## config.mk

```make
export PLATFORM = sky130hd
export DESIGN_NAME = hsv_hue_saturation_adjust_core
export DESIGN_NICKNAME = d
export VERILOG_FILES = /design/src/hw/rtl/hsvadj_pkg.sv /design/src/hw/rtl/hsv_hue_saturation_adjust_core.sv
export VERILOG_INCLUDE_DIRS = /design/src /design/src/hw/rtl
export SDC_FILE = /design/constraint.sdc
export NUM_CORES = 2
export LEC_CHECK = 0
export BUFFER_PORTS_ARGS = -buffer_cell sky130_fd_sc_hd__buf_2
export CORE_UTILIZATION = 50
export DETAILED_ROUTE_END_ITERATION = 7
export PLACE_DENSITY = 0.73
export SYNTH_ARGS = -nofsm -noshare
export SYNTH_HDL_FRONTEND = slang
export SYNTH_SLANG_ARGS = --single-unit
```

## constraint.sdc

```tcl
create_clock -name clk -period 39.9 [get_ports clk]
set_input_delay 3.99 -clock clk [delete_from_list [all_inputs] [get_ports clk]]
set_output_delay 3.99 -clock clk [all_outputs]
set_load 0.05 [all_outputs]
```

## src/hw/rtl/hsv_hue_saturation_adjust_core_macros.svh

```systemverilog
// assertion macros for the hue and saturation adjust core
`ifndef HSV_HUE_SATURATION_ADJUST_CORE_MACROS_SVH
`define HSV_HUE_SATURATION_ADJUST_CORE_MACROS_SVH

`ifndef SYNTHESIS

`define HSV_ASSERT_NEVER(label, cond) \
    label: assert property (@(posedge clk) disable iff (!rst_n) !(cond)) \
        else $error("hsv adjust: forbidden condition");

`define HSV_ASSERT_NEXT(label, ante, cons) \
    label: assert property (@(posedge clk) disable iff (!rst_n) (ante) |=> (cons)) \
        else $error("hsv adjust: expected condition missing");

`else

`define HSV_ASSERT_NEVER(label, cond)

`define HSV_ASSERT_NEXT(label, ante, cons)

`endif

`endif

```

## src/hw/rtl/hsvadj_pkg.sv

```systemverilog
// shared constants and types for the hue and saturation adjust core
package hsvadj_pkg;

    localparam int FRAC_BITS = 8;
    localparam int HUE_W     = 11;
    localparam int SAT_W     = 10;
    localparam int ADDR_W    = 3;
    localparam int DATA_W    = 32;

    typedef logic [HUE_W-1:0] hue_t;
    typedef logic [SAT_W-1:0] sat_t;

    localparam hue_t HUE_TURN  = 11'd1536;
    localparam hue_t HUE_RESET = 11'd0;
    localparam sat_t SAT_RESET = 10'd256;

    localparam logic REG_HUE_SHIFT = 1'b0;
    localparam logic REG_SAT_RATIO = 1'b1;

    localparam logic [2:0] SEC_RY = 3'd0;
    localparam logic [2:0] SEC_YG = 3'd1;
    localparam logic [2:0] SEC_GC = 3'd2;
    localparam logic [2:0] SEC_CB = 3'd3;
    localparam logic [2:0] SEC_BM = 3'd4;
    localparam logic [2:0] SEC_MR = 3'd5;

endpackage

```

## src/hw/rtl/hsv_hue_saturation_adjust_core.sv

```systemverilog
// hue rotation and saturation scaling of an rgb pixel stream
//
// input channel: in_valid / in_stall with red_in, green_in, blue_in, frame_end_in
// output channel: out_valid / out_stall with red_out, green_out, blue_out, frame_end_out
// a transfer happens at a clock edge with valid high and stall low
// registers on the apb port: hue_shift at 0x0, saturation_ratio at 0x4
// write registers only while no pixel is in flight
// throughput: one pixel per cycle while in_stall is low, set by a fully pipelined datapath with
// one restoring divider step per stage for the two hue interpolation terms
// a stalled output is held in the output register, and one more pixel
// drains into a skid register; in_stall rises only when that skid is full
// frame_end_in travels with its pixel and comes out unchanged
// reset empties the pipeline and sets hue_shift to 0, saturation_ratio to 256
module hsv_hue_saturation_adjust_core #(
    parameter int COLOR_BITS = 8
) (
    input  logic                          clk,
    input  logic                          rst_n,
    input  logic                          psel,
    input  logic                          penable,
    input  logic                          pwrite,
    input  logic [hsvadj_pkg::ADDR_W-1:0] paddr,
    input  logic [hsvadj_pkg::DATA_W-1:0] pwdata,
    output logic [hsvadj_pkg::DATA_W-1:0] prdata,
    output logic                          pready,
    input  logic                          in_valid,
    output logic                          in_stall,
    input  logic [COLOR_BITS-1:0]         red_in,
    input  logic [COLOR_BITS-1:0]         green_in,
    input  logic [COLOR_BITS-1:0]         blue_in,
    input  logic                          frame_end_in,
    output logic                          out_valid,
    input  logic                          out_stall,
    output logic [COLOR_BITS-1:0]         red_out,
    output logic [COLOR_BITS-1:0]         green_out,
    output logic [COLOR_BITS-1:0]         blue_out,
    output logic                          frame_end_out
);
    import hsvadj_pkg::*;

`include "hsv_hue_saturation_adjust_core_macros.svh"

    localparam int CB     = COLOR_BITS;
    localparam int HSIX_W = CB + 3;
    localparam int H_W    = CB + 12;
    localparam int HW_W   = CB + 11;
    localparam int DRAW_W = CB + SAT_W;
    localparam int D_W    = CB + FRAC_BITS;
    localparam int FR_W   = CB + FRAC_BITS;
    localparam int N_W    = 2 * CB + 2 * FRAC_BITS;
    localparam int A_W    = 2 * CB + 1;
    localparam int NP     = CB + 6;

    typedef struct packed {
        logic          grey;
        logic          fe;
        logic [2:0]    sector;
        logic [CB-1:0] mx;
        logic [CB-1:0] delta;
        logic [CB-1:0] p;
    } side_t;

    // configuration
    hue_t hue_shift_reg;
    sat_t sat_ratio_reg;
    logic cfg_wr;

    assign pready = 1'b1;
    assign cfg_wr = psel && penable && pwrite;

    always_ff @(posedge clk or negedge rst_n)
    begin
        if (!rst_n)
        begin
            hue_shift_reg <= HUE_RESET;
            sat_ratio_reg <= SAT_RESET;
        end
        else if (cfg_wr)
        begin
            case (paddr[2])
                REG_HUE_SHIFT: hue_shift_reg <= pwdata[HUE_W-1:0];
                REG_SAT_RATIO: sat_ratio_reg <= pwdata[SAT_W-1:0];
                default: ;
            endcase
        end
    end

    always_comb
    begin
        case (paddr[2])
            REG_HUE_SHIFT: prdata = DATA_W'(hue_shift_reg);
            REG_SAT_RATIO: prdata = DATA_W'(sat_ratio_reg);
            default:       prdata = '0;
        endcase
    end

    // pipeline control
    logic          adv;
    logic [NP-1:0] v_reg;
    logic [NP-1:0] v_next;
    logic          skid_v_reg;
    logic          out_v_reg;

    assign adv      = !skid_v_reg;
    assign in_stall = skid_v_reg;

    always_comb
    begin
        v_next = {v_reg[NP-2:0], in_valid};
    end

    always_ff @(posedge clk or negedge rst_n)
    begin
        if (!rst_n)
            v_reg <= '0;
        else if (adv)
            v_reg <= v_next;
    end

    // stage 1: max, min, chroma, hue in sixths scaled by delta
    logic [CB-1:0]     mx_c, mn_c, delta_c;
    logic [HSIX_W-1:0] hsix_c, dx_c;
    logic [CB-1:0]     s1_mx_reg, s1_delta_reg;
    logic [HSIX_W-1:0] s1_hsix_reg;
    logic              s1_grey_reg, s1_fe_reg;

    always_comb
    begin
        if (red_in >= green_in && red_in >= blue_in)
            mx_c = red_in;
        else if (green_in >= blue_in)
            mx_c = green_in;
        else
            mx_c = blue_in;
        if (red_in <= green_in && red_in <= blue_in)
            mn_c = red_in;
        else if (green_in <= blue_in)
            mn_c = green_in;
        else
            mn_c = blue_in;
        delta_c = mx_c - mn_c;
        dx_c    = HSIX_W'(delta_c);
        if (red_in == mx_c)
        begin
            if (green_in >= blue_in)
                hsix_c = HSIX_W'(green_in) - HSIX_W'(blue_in);
            else
                hsix_c = (dx_c << 2) + (dx_c << 1) - HSIX_W'(blue_in) + HSIX_W'(green_in);
        end
        else if (green_in == mx_c)
            hsix_c = (dx_c << 1) + HSIX_W'(blue_in) - HSIX_W'(red_in);
        else
            hsix_c = (dx_c << 2) + HSIX_W'(red_in) - HSIX_W'(green_in);
    end

    always_ff @(posedge clk)
    begin
        if (adv)
        begin
            s1_mx_reg    <= mx_c;
            s1_delta_reg <= delta_c;
            s1_hsix_reg  <= hsix_c;
            s1_grey_reg  <= (delta_c == '0);
            s1_fe_reg    <= frame_end_in;
        end
    end

    // stage 2: hue shift and saturation products
    hue_t             sh_eff;
    logic [H_W-1:0]   s2_h_reg;
    logic [DRAW_W-1:0] s2_d_reg;
    logic [CB-1:0]    s2_mx_reg, s2_delta_reg;
    logic             s2_grey_reg, s2_fe_reg;

    assign sh_eff = (hue_shift_reg >= HUE_TURN) ? hue_shift_reg - HUE_TURN : hue_shift_reg;

    always_ff @(posedge clk)
    begin
        if (adv)
        begin
            s2_h_reg     <= H_W'({s1_hsix_reg, {FRAC_BITS{1'b0}}})
                            + H_W'(sh_eff) * H_W'(s1_delta_reg);
            s2_d_reg     <= DRAW_W'(s1_delta_reg) * DRAW_W'(sat_ratio_reg);
            s2_mx_reg    <= s1_mx_reg;
            s2_delta_reg <= s1_delta_reg;
            s2_grey_reg  <= s1_grey_reg;
            s2_fe_reg    <= s1_fe_reg;
        end
    end

    // stage 3: hue wrap and saturation clamp
    logic [H_W-1:0]  turn_c;
    logic [H_W-1:0]  hwrap_c;
    logic [D_W-1:0]  cap_c;
    logic [HW_W-1:0] s3_h_reg;
    logic [D_W-1:0]  s3_d_reg;
    logic [CB-1:0]   s3_mx_reg, s3_delta_reg;
    logic            s3_grey_reg, s3_fe_reg;

    always_comb
    begin
        turn_c  = (H_W'(s2_delta_reg) << 10) + (H_W'(s2_delta_reg) << 9);
        hwrap_c = (s2_h_reg >= turn_c) ? s2_h_reg - turn_c : s2_h_reg;
        cap_c   = {s2_mx_reg, {FRAC_BITS{1'b0}}};
    end

    always_ff @(posedge clk)
    begin
        if (adv)
        begin
            s3_h_reg     <= hwrap_c[HW_W-1:0];
            s3_d_reg     <= (s2_d_reg > DRAW_W'(cap_c)) ? cap_c : s2_d_reg[D_W-1:0];
            s3_mx_reg    <= s2_mx_reg;
            s3_delta_reg <= s2_delta_reg;
            s3_grey_reg  <= s2_grey_reg;
            s3_fe_reg    <= s2_fe_reg;
        end
    end

    // stage 4: sector, fraction and the p term
    logic [HW_W-1:0] den_c;
    logic [HW_W-1:0] base_c;
    logic [2:0]      sec_c;
    logic [5:1]      ge_c;
    logic [FR_W-1:0] fr_c;
    logic [D_W:0]    dup_c;
    side_t           s4_side_reg;
    logic [D_W-1:0]  s4_d_reg;
    logic [FR_W-1:0] s4_fr_reg, s4_frc_reg;

    always_comb
    begin
        den_c = HW_W'({s3_delta_reg, {FRAC_BITS{1'b0}}});
        for (int k = 1; k <= 5; k++)
            ge_c[k] = (s3_h_reg >= den_c * HW_W'(k));
        if (ge_c[5])
            sec_c = SEC_MR;
        else if (ge_c[4])
            sec_c = SEC_BM;
        else if (ge_c[3])
            sec_c = SEC_CB;
        else if (ge_c[2])
            sec_c = SEC_GC;
        else if (ge_c[1])
            sec_c = SEC_YG;
        else
            sec_c = SEC_RY;
        base_c = den_c * HW_W'(sec_c);
        fr_c   = FR_W'(s3_h_reg - base_c);
        dup_c  = {1'b0, s3_d_reg} + (D_W + 1)'({FRAC_BITS{1'b1}});
    end

    always_ff @(posedge clk)
    begin
        if (adv)
        begin
            s4_side_reg.grey   <= s3_grey_reg;
            s4_side_reg.fe     <= s3_fe_reg;
            s4_side_reg.sector <= sec_c;
            s4_side_reg.mx     <= s3_mx_reg;
            s4_side_reg.delta  <= s3_delta_reg;
            s4_side_reg.p      <= s3_mx_reg - dup_c[CB+FRAC_BITS-1:FRAC_BITS];
            s4_d_reg           <= s3_d_reg;
            s4_fr_reg          <= fr_c;
            s4_frc_reg         <= FR_W'(den_c) - fr_c;
        end
    end

    // stage 5: interpolation numerators
    side_t          s5_side_reg;
    logic [N_W-1:0] s5_nq_reg, s5_nt_reg;

    always_ff @(posedge clk)
    begin
        if (adv)
        begin
            s5_side_reg <= s4_side_reg;
            s5_nq_reg   <= N_W'(s4_d_reg) * N_W'(s4_fr_reg);
            s5_nt_reg   <= N_W'(s4_d_reg) * N_W'(s4_frc_reg);
        end
    end

    // stage 6 and divider stages: ceiling quotient by delta, one bit per stage
    logic [N_W:0]   rq_c, rt_c;
    side_t          dside_reg [0:CB];
    logic [A_W-1:0] drq_reg [0:CB];
    logic [A_W-1:0] drt_reg [0:CB];
    logic [CB-1:0]  dqq_reg [0:CB];
    logic [CB-1:0]  dqt_reg [0:CB];
    logic [A_W-1:0] drq_next [0:CB-1];
    logic [A_W-1:0] drt_next [0:CB-1];
    logic [CB-1:0]  dqq_next [0:CB-1];
    logic [CB-1:0]  dqt_next [0:CB-1];
    logic [A_W-1:0] trial_c [0:CB-1];

    always_comb
    begin
        rq_c = {1'b0, s5_nq_reg} + (N_W + 1)'({2 * FRAC_BITS{1'b1}});
        rt_c = {1'b0, s5_nt_reg} + (N_W + 1)'({2 * FRAC_BITS{1'b1}});
    end

    always_comb
    begin
        for (int j = 0; j < CB; j++)
        begin
            trial_c[j]  = A_W'(dside_reg[j].delta) << (CB - 1 - j);
            drq_next[j] = drq_reg[j];
            drt_next[j] = drt_reg[j];
            dqq_next[j] = dqq_reg[j];
            dqt_next[j] = dqt_reg[j];
            if (drq_reg[j] >= trial_c[j])
            begin
                drq_next[j]           = drq_reg[j] - trial_c[j];
                dqq_next[j][CB-1-j]   = 1'b1;
            end
            if (drt_reg[j] >= trial_c[j])
            begin
                drt_next[j]           = drt_reg[j] - trial_c[j];
                dqt_next[j][CB-1-j]   = 1'b1;
            end
        end
    end

    always_ff @(posedge clk)
    begin
        if (adv)
        begin
            dside_reg[0] <= s5_side_reg;
            drq_reg[0]   <= rq_c[N_W:2*FRAC_BITS] + A_W'(s5_side_reg.delta) - A_W'(1);
            drt_reg[0]   <= rt_c[N_W:2*FRAC_BITS] + A_W'(s5_side_reg.delta) - A_W'(1);
            dqq_reg[0]   <= '0;
            dqt_reg[0]   <= '0;
            for (int j = 0; j < CB; j++)
            begin
                dside_reg[j+1] <= dside_reg[j];
                drq_reg[j+1]   <= drq_next[j];
                drt_reg[j+1]   <= drt_next[j];
                dqq_reg[j+1]   <= dqq_next[j];
                dqt_reg[j+1]   <= dqt_next[j];
            end
        end
    end

    // final select
    side_t         fs;
    logic [CB-1:0] qv_c, tv_c;
    logic [CB-1:0] sel_r, sel_g, sel_b;

    always_comb
    begin
        fs   = dside_reg[CB];
        qv_c = fs.mx - dqq_reg[CB];
        tv_c = fs.mx - dqt_reg[CB];
        case (fs.sector)
            SEC_RY:  begin sel_r = fs.mx; sel_g = tv_c;  sel_b = fs.p;  end
            SEC_YG:  begin sel_r = qv_c;  sel_g = fs.mx; sel_b = fs.p;  end
            SEC_GC:  begin sel_r = fs.p;  sel_g = fs.mx; sel_b = tv_c;  end
            SEC_CB:  begin sel_r = fs.p;  sel_g = qv_c;  sel_b = fs.mx; end
            SEC_BM:  begin sel_r = tv_c;  sel_g = fs.p;  sel_b = fs.mx; end
            default: begin sel_r = fs.mx; sel_g = fs.p;  sel_b = qv_c;  end
        endcase
        if (fs.grey)
        begin
            sel_r = fs.mx;
            sel_g = fs.mx;
            sel_b = fs.mx;
        end
    end

    // output register and skid
    logic          out_free;
    logic          last_v;
    logic [CB-1:0] out_r_reg, out_g_reg, out_b_reg;
    logic          out_fe_reg;
    logic [CB-1:0] skid_r_reg, skid_g_reg, skid_b_reg;
    logic          skid_fe_reg;

    assign out_free = !out_v_reg || !out_stall;
    assign last_v   = v_reg[NP-1];

    always_ff @(posedge clk or negedge rst_n)
    begin
        if (!rst_n)
        begin
            out_v_reg  <= 1'b0;
            skid_v_reg <= 1'b0;
        end
        else if (out_free)
        begin
            out_v_reg  <= skid_v_reg || last_v;
            skid_v_reg <= 1'b0;
        end
        else if (adv && last_v)
            skid_v_reg <= 1'b1;
    end

    always_ff @(posedge clk)
    begin
        if (out_free)
        begin
            if (skid_v_reg)
            begin
                out_r_reg  <= skid_r_reg;
                out_g_reg  <= skid_g_reg;
                out_b_reg  <= skid_b_reg;
                out_fe_reg <= skid_fe_reg;
            end
            else
            begin
                out_r_reg  <= sel_r;
                out_g_reg  <= sel_g;
                out_b_reg  <= sel_b;
                out_fe_reg <= fs.fe;
            end
        end
        else if (adv && last_v)
        begin
            skid_r_reg  <= sel_r;
            skid_g_reg  <= sel_g;
            skid_b_reg  <= sel_b;
            skid_fe_reg <= fs.fe;
        end
    end

    assign out_valid     = out_v_reg;
    assign red_out       = out_r_reg;
    assign green_out     = out_g_reg;
    assign blue_out      = out_b_reg;
    assign frame_end_out = out_fe_reg;

    `HSV_ASSERT_NEVER(a_skid_needs_out, skid_v_reg && !out_v_reg)
    `HSV_ASSERT_NEXT(a_skid_drains, skid_v_reg && !out_stall, out_v_reg && !skid_v_reg)
    `HSV_ASSERT_NEVER(a_sector_range, last_v && !fs.grey && fs.sector > SEC_MR)

endmodule
```

# --- Word-level counts from Yosys, hierarchy flattened ---
# Memory sizes are Yosys's and may differ from the RTL's.
# Cells that the tools add are included.
totals:
  register_bits: 395
  ramBits: 711
  in_bits: 67
  output_inout_bits: 60
  wordCells: 220
  n_memories: 5
memory_table:
  columns: ["memory", "depth", "word_bits", "read_ports", "rd_clocked_by_memory_dff", "wr", "line", "rtl"]
  rows:
  - ["dside_reg", 9, 29, 9, 0, 9, "hsv_hue_saturation_adjust_core.sv:285", "side_t dside_reg [0:CB];"]
  - ["drq_reg", 9, 17, 8, 0, 9, "hsv_hue_saturation_adjust_core.sv:286", "logic [A_W-1:0] drq_reg [0:CB];"]
  - ["drt_reg", 9, 17, 8, 0, 9, "hsv_hue_saturation_adjust_core.sv:287", "logic [A_W-1:0] drt_reg [0:CB];"]
  - ["dqq_reg", 9, 8, 9, 0, 9, "hsv_hue_saturation_adjust_core.sv:288", "logic [CB-1:0] dqq_reg [0:CB];"]
  - ["dqt_reg", 9, 8, 9, 0, 9, "hsv_hue_saturation_adjust_core.sv:289", "logic [CB-1:0] dqt_reg [0:CB];"]
op_classes:
  add_sub_neg: 41
  multipliers: 7
  order_cmp: 30
  n_eq_ne: 6
  mux: 61
  bitwise_logic: 2
  n_reduce_logical: 20
ops:
  columns: ["operator", "n"]
  rows:
  - ["$mux W17", 16]
  - ["$mux W8", 10]
  - ["$pmux W8 S3", 3]
  - ["$add A32 B16 Y33 const B", 2]
  - ["$mul A16 B16 Y32", 2]
  - ["$pmux W32 S2", 1]
  - ["$mux W11", 4]
  - ["$ge A19 B18 Y1", 2]
  - ["$add A17 B8 Y17", 2]
  - ["$ge A17 B10 Y1", 2]
  - ["$ge A17 B11 Y1", 2]
  - ["$ge A17 B12 Y1", 2]
  - ["$ge A17 B13 Y1", 2]
  - ["$ge A17 B14 Y1", 2]
  - ["$ge A17 B15 Y1", 2]
  - ["$ge A17 B8 Y1", 2]
  - ["$ge A17 B9 Y1", 2]
  - ["$sub A17 B1 Y17 const B", 2]
  - ["$sub A17 B10 Y17", 2]
  - ["$sub A17 B11 Y17", 2]
  - ["$sub A17 B12 Y17", 2]
  - ["$sub A17 B13 Y17", 2]
  - ["$sub A17 B14 Y17", 2]
  - ["$sub A17 B15 Y17", 2]
  - ["47 further kinds", 95]

# --- Longest topological paths before layout ---
logic_depth:
  depth_word: 9
  ltp_mapped: 34

# --- Worst setup path after synthesis ---
# OpenSTA, ideal clock, no wires.
synth_timing:
  path_type: "flip-flop to flip-flop"
  start: "reg skid_v_reg (netlist: in_stall)"
  end: "reg out_g_reg[5] (netlist: green_out[5]) (data pin)"
  arrival_time_ps: 28430
  t_required_ps: 39610
  path_slack_ps: 11180
  path_stages_with_launch: 4
  n_path_buf: 1
  period_less_slack_ps: 28720
  path_cell_list: "dfrtp_1 clkinv_1 clkbuf_1 mux2_2"
synth_between:
  elab_chain_len: 1
synth_lines:
  columns: ["element", "line", "rtl"]
  rows:
  - ["start, declared", "hsv_hue_saturation_adjust_core.sv:101", "logic skid_v_reg;"]
  - ["start signal, assigned", "hsv_hue_saturation_adjust_core.sv:386", "skid_v_reg <= 1'b0;"]
  - ["start signal, assigned", "hsv_hue_saturation_adjust_core.sv:391", "skid_v_reg <= 1'b0;"]
  - ["start signal, assigned", "hsv_hue_saturation_adjust_core.sv:394", "skid_v_reg <= 1'b1;"]
  - ["$mux W8", "hsv_hue_saturation_adjust_core.sv:401", "if (skid_v_reg)"]
  - ["end signal, assigned", "hsv_hue_saturation_adjust_core.sv:404", "out_g_reg <= skid_g_reg;"]
  - ["end signal, assigned", "hsv_hue_saturation_adjust_core.sv:411", "out_g_reg <= sel_g;"]
  - ["end, declared", "hsv_hue_saturation_adjust_core.sv:373", "logic [CB-1:0] out_r_reg, out_g_reg, out_b_reg;"]
# Every way passes these cells.
# A chain may end at the register's enable or synchronous reset.

# --- Final worst setup path ---
layout_timing:
  start: "in green_in[1]"
  end: "reg s1_hsix_reg[10] (data pin)"
layout_between:
  elab_chain_len: 9
layout_lines:
  columns: ["element", "line", "rtl"]
  rows:
  - ["start, declared", "hsv_hue_saturation_adjust_core.sv:29", "input logic [COLOR_BITS-1:0] green_in,"]
  - ["$ge A8 B8 Y1, or another cell as far along", "hsv_hue_saturation_adjust_core.sv:131", "else if (green_in >= blue_in)"]
  - ["$mux W8, or another cell as far along", "hsv_hue_saturation_adjust_core.sv:131", null]
  - ["$mux W8 (on tied branches)", "hsv_hue_saturation_adjust_core.sv:129, hsv_hue_saturation_adjust_core.sv:135", null]
  - ["$sub A8 B8 Y8 *", "hsv_hue_saturation_adjust_core.sv:141", "delta_c = mx_c - mn_c;"]
  - ["named net delta_c[7]", "hsv_hue_saturation_adjust_core.sv:121", "logic [CB-1:0] mx_c, mn_c, delta_c;"]
  - ["$add A10 B9 Y11", "hsv_hue_saturation_adjust_core.sv:148", "hsix_c = (dx_c << 2) + (dx_c << 1) - HSIX_W'(blue_in) + HSIX_W'(green_in);"]
  - ["$sub A11 B8 Y11", "hsv_hue_saturation_adjust_core.sv:148", null]
  - ["$add A11 B8 Y11", "hsv_hue_saturation_adjust_core.sv:148", null]
  - ["$mux W11", "hsv_hue_saturation_adjust_core.sv:145", "if (green_in >= blue_in)"]
  - ["$mux W11 *", "hsv_hue_saturation_adjust_core.sv:143", "if (red_in == mx_c)"]
  - ["named net hsix_c[10]", "hsv_hue_saturation_adjust_core.sv:122", "logic [HSIX_W-1:0] hsix_c, dx_c;"]
  - ["end signal, assigned", "hsv_hue_saturation_adjust_core.sv:162", "s1_hsix_reg <= hsix_c;"]
  - ["end, declared", "hsv_hue_saturation_adjust_core.sv:124", "logic [HSIX_W-1:0] s1_hsix_reg;"]
# Mark *: on every way through the listed nets, which the timed path passes. The rest lies on a longest branch.

==> results.md <==
- DRT antenna net count: 0
- GR Util All Layers: 21.1%
- Worst skew pair latency: 0.72 ns
- Setup crit end: s1_hsix_reg[10]
- CTS tree: done
- CTS Buffer Depth: 3
- DIE WIDTH: 382 µm
- Share of the synthesized area in the top cell type: 39.7%
- Reg2Reg Setup Slack: 30.69 ns
- Starting Density: 50.3%
- Slowest stage delay, CP: 0.74 ns
- Fin crit share: 25.7%
- Total CTS buffers: 102
- Dominant synthesized flop cell: edfxtp_1
- Synth unique cells: 87
- Post-CTS Resized: 0
- Hold Buf Count CTS: 0
- Post-synthesis async set-or-reset flop share: 3.74%
- Hold Fails Final Rpt: 0
- Post-synth EDFFs: 953
- First-pass GRT wire length: 245 mm
- Fillers: 12025
- Synth cell count leaders: inv_1 (975), edfxtp_1 (953), ha_1 (664)
- Cell area after synthesis: 0.0722 mm²
- Clock-pin transition on the worst setup and hold timing paths: 0.07 ns
- Startpoint types: input pin
- Htree depth: 3
- Vias: 45704
- HP Class: register to register
- Final setup fails: 0
- Slowest stage cell, crit path: xnor2_1
- CP arrival: 10.72 ns
- Crit-path most repeated cell: a21oi_1
- Final wirelength: 150 mm
- Max Slew Vio Count: 0
- Setup tns final: 0 ns
- Crit path kind: input pin to register
- Initial antenna violation count: 1
- Synth area leaders: edfxtp_1 (40%), fa_1 (16%), ha_1 (12%)
- Mapped Cells: 6444
- Vias per cell: 5.38
- Mean cell area of the mapped netlist: 11.2 µm²
- Layout area overhead: 8.06%
- Crit path max fanout: 13
- CP startpoint: green_in[1]
- Core area: 0.143 mm²
- Row count: 139
- Ys Warns: 0
- Final min period: 10.27 ns
- RSZ-0062 raised after global routing: no
- DP Wirelength: 114 mm
- Count leader, synth: inv_1
- CP required: 40.35 ns
- Pre-antenna DRT Iters: 5
- Number of I/O pins: 127
- Largest net degree at the start of global routing: 174
- Outcome: completed
- Die H: 382 µm
- # DRC: 0
- Vias in the first global route: 47309
- Drt wl/cell: 17.6 µm
- Slew HR: 27.8%
- Clock sink count: 990
- GPL Wtd Cong: 0.899
- Total of max-cap violations: 0
- CP Capture Type: register
- Synth area leader: edfxtp_1
- Seq cells post-synth: 990
- Port Buf Inserts: 81
- Layout cells sized above 1: 6.38%
- Reg2Reg Capture Point: s4_frc_reg[15]
- Largest register FFs: 253
- Die ar.: 0.146 mm²
- Post-CTS Setup Inserts: 0
- Worst r2r path cells: 31
- Grt ovf: 0
- DRT iter0 DRCs: 2902
- FMAX: 0.0974 GHz
- Slew @ Worst Pin: 1.06 ns
- CTS root buf: clkbuf_16
- Clk_skew: 0.0386 ns
- Final #Nets: 7803
- Register area share after synthesis: 40.9%
- Reg-to-Reg Start: s3_delta_reg[2]
==> cells in the final DEF (no fill, tap or decap), types with 36 or more instances in the layout <==
cell / n
fa_1: 563
buf_4: 42
mux2_2: 108
nor4_1: 43
xnor2_1: 269
mux2i_1: 44
clkbuf_16: 103
dfrtp_1: 36
nand4_1: 50
edfxtp_1: 953
nor2_1: 294
xor2_1: 101
a21o_1: 100
o21a_1: 36
nand2_1: 590
and2_1: 300
buf_2: 81
ha_1: 664
nand3_1: 64
a21boi_0: 44
nand2b_1: 61
a21oi_1: 269
nor3_1: 80
nor2b_1: 85
inv_1: 975
o21ai_0: 200
==> per-layer routing <==
| layer | share of wire, % | track usage (%) | vias up |
|---|---|---|---|
| li1 | - | - | 21884 |
| met1 | 43 | 27.3 | 22564 |
| met2 | 49 | 36.4 | 1010 |
| met3 | 3.9 | 2.49 | 246 |
| met4 | 3.5 | 7.45 | 0 |
| met5 | 0 | 0 | - |
==> cell families after synthesis <==
group / after synthesis / synth area share (%)
AOI/OAI and AO/OA: 857 / 7.46
xor gates and xnor gates: 370 / 4.49
adders and majority gates: 1228 / 27.1
buffers and inverters: 1160 / 6.16
DFF: 990 / 40.9
muxes: 154 / 2.33
other: 2 / 0.0104
and+or+nand+nor: 1683 / 11.5
==> how the worst min path moves through the flow <==
stage | from | end | slack, ns | cells past startpoint
floorplan | dqq_reg[1][6] | dqq_reg[1][14] | 0.40 | 0
global placement | dside_reg[2][6] | dside_reg[3][6] | 0.40 | 0
detailed placement | dqq_reg[1][6] | dqq_reg[1][14] | 0.40 | 0
CTS | dqt_reg[0][31] | dqt_reg[1][7] | 0.40 | 0
global route | dqt_reg[0][31] | dqt_reg[1][7] | 0.41 | 0
finish | s4_side_reg[12] | s5_side_reg[12] | 0.39 | 0
==> metrics by stage <==
step	setup WS, ns	area, µm²	hold WS (ns)	util [%]	instances
after detailed placement	28.92	74600	0.405	52.0	8308
after floorplan	11.18	72200	0.400	-	6464
final	29.63	78000	0.389	54.4	8498
after global routing	29.14	78000	0.407	54.4	8497
after global placement	28.93	74600	0.400	52.0	8308
after CTS	29.66	78000	0.397	54.4	8497
==> cell type report <==
type / instances / area, µm² / area share [%]
diodes: 1 / 2.50 / 0.00321
clock buffers: 126 / 2720 / 3.49
clock inverters: 63 / 667 / 0.855
inverters: 977 / 3670 / 4.71
multi-input cells: 4314 / 38300 / 49.1
flip-flops and latches: 990 / 29500 / 37.9
well taps: 1903 / 2380 / 3.05
repair buffers: 124 / 741 / 0.950
==> critical path, delay by kind of cell <==
| family | cells | cell delay (ns) |
|---|---|---|
| adders and majority gates | 4 | 1.57 |
| buffers and inverters | 4 | 0.57 |
| AOI/OAI and AO/OA | 11 | 3.01 |
| xor gates and xnor gates | 3 | 1.01 |
| and+or+nand+nor | 4 | 0.47 |
| muxes | 1 | 0.09 |
Power is not shown: default switching activity piles up to over one toggle a cycle in this logic, so the estimate is an artifact.
